## config.mk

```make
export PLATFORM = sky130hd
export DESIGN_NAME = buffer_resource_address_check_unit
export DESIGN_NICKNAME = d
export VERILOG_FILES = /design/src/design/brac_pkg.sv /design/src/design/brac_decode.sv /design/src/design/brac_mult.sv /design/src/design/brac_bound.sv /design/src/design/buffer_resource_address_check_unit.sv
export SDC_FILE = /design/constraint.sdc
export NUM_CORES = 2
export LEC_CHECK = 0
export BUFFER_PORTS_ARGS = -buffer_cell sky130_fd_sc_hd__buf_2
export CAP_MARGIN = 40
export CORE_MARGIN = 1
export CORE_UTILIZATION = 54
export CTS_CLUSTER_DIAMETER = 30
export DETAILED_ROUTE_END_ITERATION = 6
export GPL_TIMING_DRIVEN = 0
export MAX_ROUTING_LAYER = met4
export PLACE_DENSITY = 0.78
export SLEW_MARGIN = 20
export SYNTH_ARGS = -nofsm -noshare
export SYNTH_HDL_FRONTEND = slang
export SYNTH_SLANG_ARGS = --single-unit
```

## constraint.sdc

```tcl
create_clock -name i_clk -period 23 [get_ports i_clk]
set_clock_uncertainty 0.15 [all_clocks]
set_input_delay 4.6 -clock i_clk [delete_from_list [all_inputs] [get_ports i_clk]]
set_output_delay 4.6 -clock i_clk [all_outputs]
set_load 0.1 [all_outputs]
```

## src/design/brac_pkg.sv

```systemverilog
// ----------------------------------------------------------------------------
// brac_pkg
// Shared stage types and field widths for the buffer address check pipeline.
// ----------------------------------------------------------------------------
package brac_pkg;

    localparam int unsigned AddrW  = 48;
    localparam int unsigned NrecW  = 45;
    localparam int unsigned StrW   = 16;
    localparam int unsigned WordW  = 32;
    localparam int unsigned IoffW  = 24;
    localparam int unsigned PartW  = 34;
    localparam int unsigned ProdW  = 48;
    localparam int unsigned TotW   = 50;
    localparam int unsigned InDataW  = 256;
    localparam int unsigned InUserW  = 2;
    localparam int unsigned OutDataW = 48;
    localparam int unsigned OutUserW = 2;

    typedef struct packed {
        logic [AddrW-1:0]        base;
        logic [NrecW-1:0]        nrec;
        logic [StrW-1:0]         stride;
        logic                    strided;
        logic [WordW-1:0]        index;
        logic signed [PartW-1:0] part;
        logic [WordW-1:0]        soff;
        logic                    active;
    } t_s1;

    typedef struct packed {
        logic [AddrW-1:0]        base;
        logic [ProdW-1:0]        prod;
        logic signed [PartW-1:0] part;
        logic [WordW-1:0]        soff;
        logic                    rec_fail;
        logic                    active;
    } t_s2;

    typedef struct packed {
        logic [AddrW-1:0] base;
        logic [AddrW-1:0] total;
        logic             oob;
        logic             active;
    } t_s3;

endpackage

```

## src/design/brac_decode.sv

```systemverilog
// ----------------------------------------------------------------------------
// brac_decode
// Descriptor decode, index and offset select, partial offset sum.
// ----------------------------------------------------------------------------
module brac_decode (
    input  logic                                i_clk,
    input  logic                                i_rst_n,
    input  logic                                i_en,
    input  logic                                i_valid,
    input  logic [brac_pkg::InDataW-1:0]        i_tdata,
    input  logic [brac_pkg::InUserW-1:0]        i_tuser,
    output logic                                o_valid,
    output brac_pkg::t_s1                       o_stage
);

    logic [31:0] w0, w1, w2, w3, v0, v1, soff;
    logic [23:0] ioff;
    logic        idxen, offen, active;
    logic [31:0] index, voff;
    logic [15:0] stride;

    logic          r_valid;
    brac_pkg::t_s1 r_stage;
    brac_pkg::t_s1 n_stage;

    assign w0     = i_tdata[31:0];
    assign w1     = i_tdata[63:32];
    assign w2     = i_tdata[95:64];
    assign w3     = i_tdata[127:96];
    assign v0     = i_tdata[159:128];
    assign v1     = i_tdata[191:160];
    assign ioff   = i_tdata[215:192];
    assign soff   = i_tdata[247:216];
    assign active = i_tdata[248];
    assign idxen  = i_tuser[0];
    assign offen  = i_tuser[1];
    assign stride = w3[27:12];

    always_comb begin
        index = '0;
        voff  = '0;
        if (idxen && offen) begin
            index = v0;
            voff  = v1;
        end else if (idxen) begin
            index = v0;
        end else if (offen) begin
            voff = v0;
        end
        n_stage.base    = {w1[15:0], w0};
        n_stage.nrec    = {w3[5:0], w2, w1[31:25]};
        n_stage.stride  = stride;
        n_stage.strided = !w3[31] && (stride != '0);
        n_stage.index   = index;
        n_stage.part    = $signed({2'b00, voff}) + $signed({{10{ioff[23]}}, ioff});
        n_stage.soff    = soff;
        n_stage.active  = active;
    end

    always_ff @(posedge i_clk) begin
        if (!i_rst_n) begin
            r_valid <= 1'b0;
        end else if (i_en) begin
            r_valid <= i_valid;
        end
    end

    always_ff @(posedge i_clk) begin
        if (i_en) begin
            r_stage <= n_stage;
        end
    end

    assign o_valid = r_valid;
    assign o_stage = r_stage;

endmodule

```

## src/design/brac_mult.sv

```systemverilog
// ----------------------------------------------------------------------------
// brac_mult
// Index times stride product and record count compares.
// ----------------------------------------------------------------------------
module brac_mult (
    input  logic          i_clk,
    input  logic          i_rst_n,
    input  logic          i_en,
    input  logic          i_valid,
    input  brac_pkg::t_s1 i_stage,
    output logic          o_valid,
    output brac_pkg::t_s2 o_stage
);

    logic          ge_idx, ge_part;
    logic          r_valid;
    brac_pkg::t_s2 r_stage;
    brac_pkg::t_s2 n_stage;

    assign ge_idx  = {13'd0, i_stage.index} >= i_stage.nrec;
    assign ge_part = {11'd0, i_stage.part} >= i_stage.nrec;

    always_comb begin
        n_stage.base     = i_stage.base;
        n_stage.prod     = {16'd0, i_stage.index} * {32'd0, i_stage.stride};
        n_stage.part     = i_stage.part;
        n_stage.soff     = i_stage.soff;
        n_stage.rec_fail = (i_stage.nrec != '0) && (i_stage.strided ? ge_idx : ge_part);
        n_stage.active   = i_stage.active;
    end

    always_ff @(posedge i_clk) begin
        if (!i_rst_n) begin
            r_valid <= 1'b0;
        end else if (i_en) begin
            r_valid <= i_valid;
        end
    end

    always_ff @(posedge i_clk) begin
        if (i_en) begin
            r_stage <= n_stage;
        end
    end

    assign o_valid = r_valid;
    assign o_stage = r_stage;

endmodule

```

## src/design/brac_bound.sv

```systemverilog
// ----------------------------------------------------------------------------
// brac_bound
// Total offset sum, negative offset check and out-of-bounds flag merge.
// ----------------------------------------------------------------------------
module brac_bound (
    input  logic          i_clk,
    input  logic          i_rst_n,
    input  logic          i_en,
    input  logic          i_valid,
    input  brac_pkg::t_s2 i_stage,
    output logic          o_valid,
    output brac_pkg::t_s3 o_stage
);

    logic signed [brac_pkg::TotW-1:0] total;
    logic          r_valid;
    brac_pkg::t_s3 r_stage;
    brac_pkg::t_s3 n_stage;

    assign total = $signed({2'b00, i_stage.prod})
                 + $signed({{16{i_stage.part[33]}}, i_stage.part})
                 + $signed({18'd0, i_stage.soff});

    always_comb begin
        n_stage.base   = i_stage.base;
        n_stage.total  = total[brac_pkg::AddrW-1:0];
        n_stage.oob    = total[brac_pkg::TotW-1] || i_stage.part[brac_pkg::PartW-1]
                       || i_stage.rec_fail;
        n_stage.active = i_stage.active;
    end

    always_ff @(posedge i_clk) begin
        if (!i_rst_n) begin
            r_valid <= 1'b0;
        end else if (i_en) begin
            r_valid <= i_valid;
        end
    end

    always_ff @(posedge i_clk) begin
        if (i_en) begin
            r_stage <= n_stage;
        end
    end

    assign o_valid = r_valid;
    assign o_stage = r_stage;

endmodule

```

## src/design/buffer_resource_address_check_unit.sv

```systemverilog
// ----------------------------------------------------------------------------
// buffer_resource_address_check_unit
// Per-lane buffer address generation with descriptor bounds check.
// ----------------------------------------------------------------------------
// One request carries a lane's four descriptor words, two vector register
// values, the instruction and scalar offsets and the exec bit on the slave
// stream; one result with the 48-bit address and two status flags leaves on
// the master stream for every request.
// A request passes decode and offset select, the 32x16 index-stride multiply,
// the wide offset sum, and the final base add into the output register, each
// registered. Throughput is one request per cycle when the output is not held.
// Inactive lanes return address 0 with both flags low; lanes that fail the
// bounds check return address 0 with out_of_range set.
// All stages advance together: when the output holds a result that the
// receiver does not take, the whole pipeline and o_s_axis_tready hold, and
// nothing is dropped or repeated.
// Reset clears every stage's valid bit; the first request can be taken in the
// cycle after reset is released.
// ----------------------------------------------------------------------------
module buffer_resource_address_check_unit (
    input  logic                          i_clk,
    input  logic                          i_rst_n,
    input  logic                          i_s_axis_tvalid,
    output logic                          o_s_axis_tready,
    // descriptor_word0..3, first_vector_value, second_vector_value,
    // inst_offset, scalar_offset, lane_active, zero pad
    input  logic [brac_pkg::InDataW-1:0]  i_s_axis_tdata,
    // index_enable, offset_enable
    input  logic [brac_pkg::InUserW-1:0]  i_s_axis_tuser,
    output logic                          o_m_axis_tvalid,
    input  logic                          i_m_axis_tready,
    // address
    output logic [brac_pkg::OutDataW-1:0] o_m_axis_tdata,
    // lane_enabled, out_of_range
    output logic [brac_pkg::OutUserW-1:0] o_m_axis_tuser
);

    logic          en;
    logic          s1_valid, s2_valid, s3_valid;
    brac_pkg::t_s1 s1;
    brac_pkg::t_s2 s2;
    brac_pkg::t_s3 s3;

    logic                      r_valid;
    logic [brac_pkg::AddrW-1:0] r_addr;
    logic                      r_lane_en;
    logic                      r_oor;
    logic [brac_pkg::AddrW-1:0] n_addr;
    logic                      n_lane_en;
    logic                      n_oor;

    assign en              = !r_valid || i_m_axis_tready;
    assign o_s_axis_tready = en && i_rst_n;

    brac_decode u_decode (
        .i_clk   (i_clk),
        .i_rst_n (i_rst_n),
        .i_en    (en),
        .i_valid (i_s_axis_tvalid),
        .i_tdata (i_s_axis_tdata),
        .i_tuser (i_s_axis_tuser),
        .o_valid (s1_valid),
        .o_stage (s1)
    );

    brac_mult u_mult (
        .i_clk   (i_clk),
        .i_rst_n (i_rst_n),
        .i_en    (en),
        .i_valid (s1_valid),
        .i_stage (s1),
        .o_valid (s2_valid),
        .o_stage (s2)
    );

    brac_bound u_bound (
        .i_clk   (i_clk),
        .i_rst_n (i_rst_n),
        .i_en    (en),
        .i_valid (s2_valid),
        .i_stage (s2),
        .o_valid (s3_valid),
        .o_stage (s3)
    );

    always_comb begin
        n_lane_en = s3.active && !s3.oob;
        n_oor     = s3.active && s3.oob;
        n_addr    = n_lane_en ? (s3.base + s3.total) : '0;
    end

    always_ff @(posedge i_clk) begin
        if (!i_rst_n) begin
            r_valid <= 1'b0;
        end else if (en) begin
            r_valid <= s3_valid;
        end
    end

    always_ff @(posedge i_clk) begin
        if (en) begin
            r_addr    <= n_addr;
            r_lane_en <= n_lane_en;
            r_oor     <= n_oor;
        end
    end

    assign o_m_axis_tvalid = r_valid;
    assign o_m_axis_tdata  = r_addr;
    assign o_m_axis_tuser  = {r_oor, r_lane_en};

endmodule

```

==> flow_metrics.tcl <==
set metrics [dict create \
    ys_ff_latch 525 \
    grt_pass1_wl_um 165700 \
    dp_hpwl_um 85200 \
    insertion_delay_ps 650 \
    finalMaxSlewViolations 0 \
    arrival_ps 6080 \
    dr.max_layer_used "met4" \
    syn_area_per_cell_um2 11.12 \
    yosys-top-cells-count "inv_1, edfxtp_1, fa_1, nand2_1, ha_1" \
    drt-met1-wl_um 44700 \
    worstMarginPinSlew_ps 884.4 \
    synth_most_common_cell "inv_1" \
    async_flop_share 0 \
    period_needed_ps 10830 \
    synth_top_area_share 0.3727 \
    drv_cap 0 \
    path_clk_slew_ps 50 \
    grt_usage 0.2878 \
    syn_inst 3774 \
    max_freq_mhz 92.30 \
    drive_gt1_frac 0.1182 \
    slew-limit-headroom 0.4104 \
    antenna_left 0 \
    synth-seq-area-share 0.3746 \
    outcome "finished clean" \
    design_area_mm2 0.04819 \
    chipWidth_um 280.8 \
    cts_setup_buffers 0 \
    critPathCaptureType "primary output" \
    met3_length_um 8338 \
    drt_wl_total_um 107100 \
    port_buffers 287 \
    syn_nets 4819 \
    rsz0062_at_grt "no" \
    cts_root_buffer "clkbuf_16" \
    hold_viol_final 0 \
    layout_worst_path_cycle_share 0.4710 \
    synth_cell_types 78 \
    antenna_cells 0 \
    htree_levels 3 \
    netlist_top_cells_area "edfxtp_1, fa_1, ha_1, inv_1, and2_1" \
    vias 28863 \
    hold_buffers 0 \
    via_per_inst 5.471 \
    grt.overflow.total 0 \
    start_util 0.5491 \
    drtIter0Drc 2150 \
    die_h_um 280.8 \
    peakVddDrop_uv 105.3 \
    cts.sinks 525 \
    cp.required_ps 18250 \
    wl_per_cell_um 20.30 \
    dominantRegCellSynth "edfxtp_1" \
    cts_buffers 95 \
    grt_pass1_vias 29370 \
    synth.largest_area_cell "edfxtp_1" \
    wl_met2_um 49200 \
    syn_to_final_growth_pct 14.79 \
    place.gp.congestion 0.9967 \
    dieArea_mm2 0.07886 \
    cts_resized 0 \
    ys_warn_count 0 \
    num-nets-final 5212 \
    clock_path_buffers 3 \
    dr.pass1.iters 6 \
    antenna_found_initial 6 \
    finalSetupViolCount 0 \
    grt_max_degree 120 \
    power.density_mw_per_mm2 137.9 \
    cts_tree "built" \
    place_area_mm2 0.04487 \
    synth_area_mm2 0.04198 \
    core_mm2 0.07645 \
    synth_edf_count 521 \
    drc_errors 0 \
    worstSetupStartpointType "input pin" \
    num_rows 101 \
    tns_ps 0 \
    leakagePower_nw 21.91 \
    pin_count 314 \
    worstHoldPathType "register to register" \
    crit_path_max_fanout 100 \
    path_class "input pin to primary output" \
]
## per-layer routing
metal,vias up,GRT usage
met4,0,0.1279
met2,1138,0.4516
met1,14030,0.3667
li1,13450,-
met3,245,0.05154
met5,-,-
## layout by cell type (no fill, tap or decap), types with 9 or more instances in the layout
cell and n:
a211oi_1 18, a21o_1 110, a21oi_1 187, a31oi_1 18, and2_1 250, and3_1 17, buf_2 293, bufinv_16 10
clkbuf_1 137, clkbuf_16 97, clkinv_4 9, clkinvlp_4 12, edfxtp_1 521, fa_1 453, ha_1 330, inv_1 542
inv_6 10, inv_8 10, mux2i_1 34, nand2_1 414, nand2b_1 26, nand3_1 34, nand4_1 46, nor2_1 115
nor2b_1 58, nor3_1 21, nor4_1 17, o21a_1 16, o21ai_0 99, o21bai_1 29, xnor2_1 95, xor2_1 59
## registers in the layout, summed over array words and instances (netlist names)
register	flops
u_decode.o_stage	209
u_mult.o_valid	1
o_m_axis_tvalid	1
u_mult.o_stage	164
r_lane_en	1
o_m_axis_tdata	48
u_bound.o_stage	98
u_bound.o_valid	1
u_decode.o_valid	1
r_oor	1
## path summary, 6_finish.rpt
kind,startpoint,endpoint,slack (ps),cells after the start
setup reg to reg,u_decode.o_stage[78]$_DFFE_PN_,u_mult.o_stage[115]$_DFFE_PN_,14710,23
hold / removal,u_mult.o_stage[132]$_DFFE_PN_,u_bound.o_stage[66]$_DFFE_PN_,260,0
setup / recovery,i_m_axis_tready,o_s_axis_tready,12170,5
hold reg to reg,u_mult.o_stage[132]$_DFFE_PN_,u_bound.o_stage[66]$_DFFE_PN_,260,0
## critical path: stages
cell and delay [ps]:
buf_2 100, nor2b_1 470, inv_8 340, and2_1 280
buf_2 280
## kinds of logic (layout without fill, tap and decap cells)
| logic type | after synthesis | count (layout) | synth area share |
|---|---|---|---|
| xor gates and xnor gates | 154 | 154 | 0.03213 |
| and+or+nand+nor | 1020 | 1020 | 0.1197 |
| adders and majority gates | 783 | 783 | 0.3144 |
| muxes | 35 | 35 | 0.008375 |
| buffers and inverters | 681 | 1153 | 0.06149 |
| DFF | 525 | 525 | 0.3746 |
| AOI/OAI and AO/OA | 576 | 576 | 0.08938 |
## power breakdown
group | switching [mW] | internal, mW
Sequential | 0.119 | 1.40
Clock | 0.512 | 0.904
Combinational | 2.30 | 1.41
## layout make-up
class	count	area, µm²
clock inverters	68	843.3
plain buffers	138	543.0
fillers	5940	28260
flip-flops and latches	525	15730
repair buffers	296	1597
clock buffers	108	2469
inverters	543	2046
well taps	1030	1289
multi-input cells	2568	23680
## per-stage QoR
| step | cells | hold slack, ps | setup slack (ps) | utilization | power (mW) |
|---|---|---|---|---|---|
| 2_1_floorplan | 3774 | 250.3 | 1914 | - | 4.348 |
| 3_3_place_gp | 5091 | 251.1 | -1103 | 0.5847 | 5.103 |
| 3_5_place_dp | 5099 | 254.5 | 12140 | 0.5869 | 5.176 |
| 4_1_cts | 5275 | 260.7 | 12100 | 0.6302 | 6.641 |
| 5_1_grt | 5276 | 264.4 | 12040 | 0.6303 | 7.183 |
| 6_report | 5276 | 260.4 | 12170 | 0.6303 | 6.646 |
No activity file was read; power rests on OpenSTA's default activity.
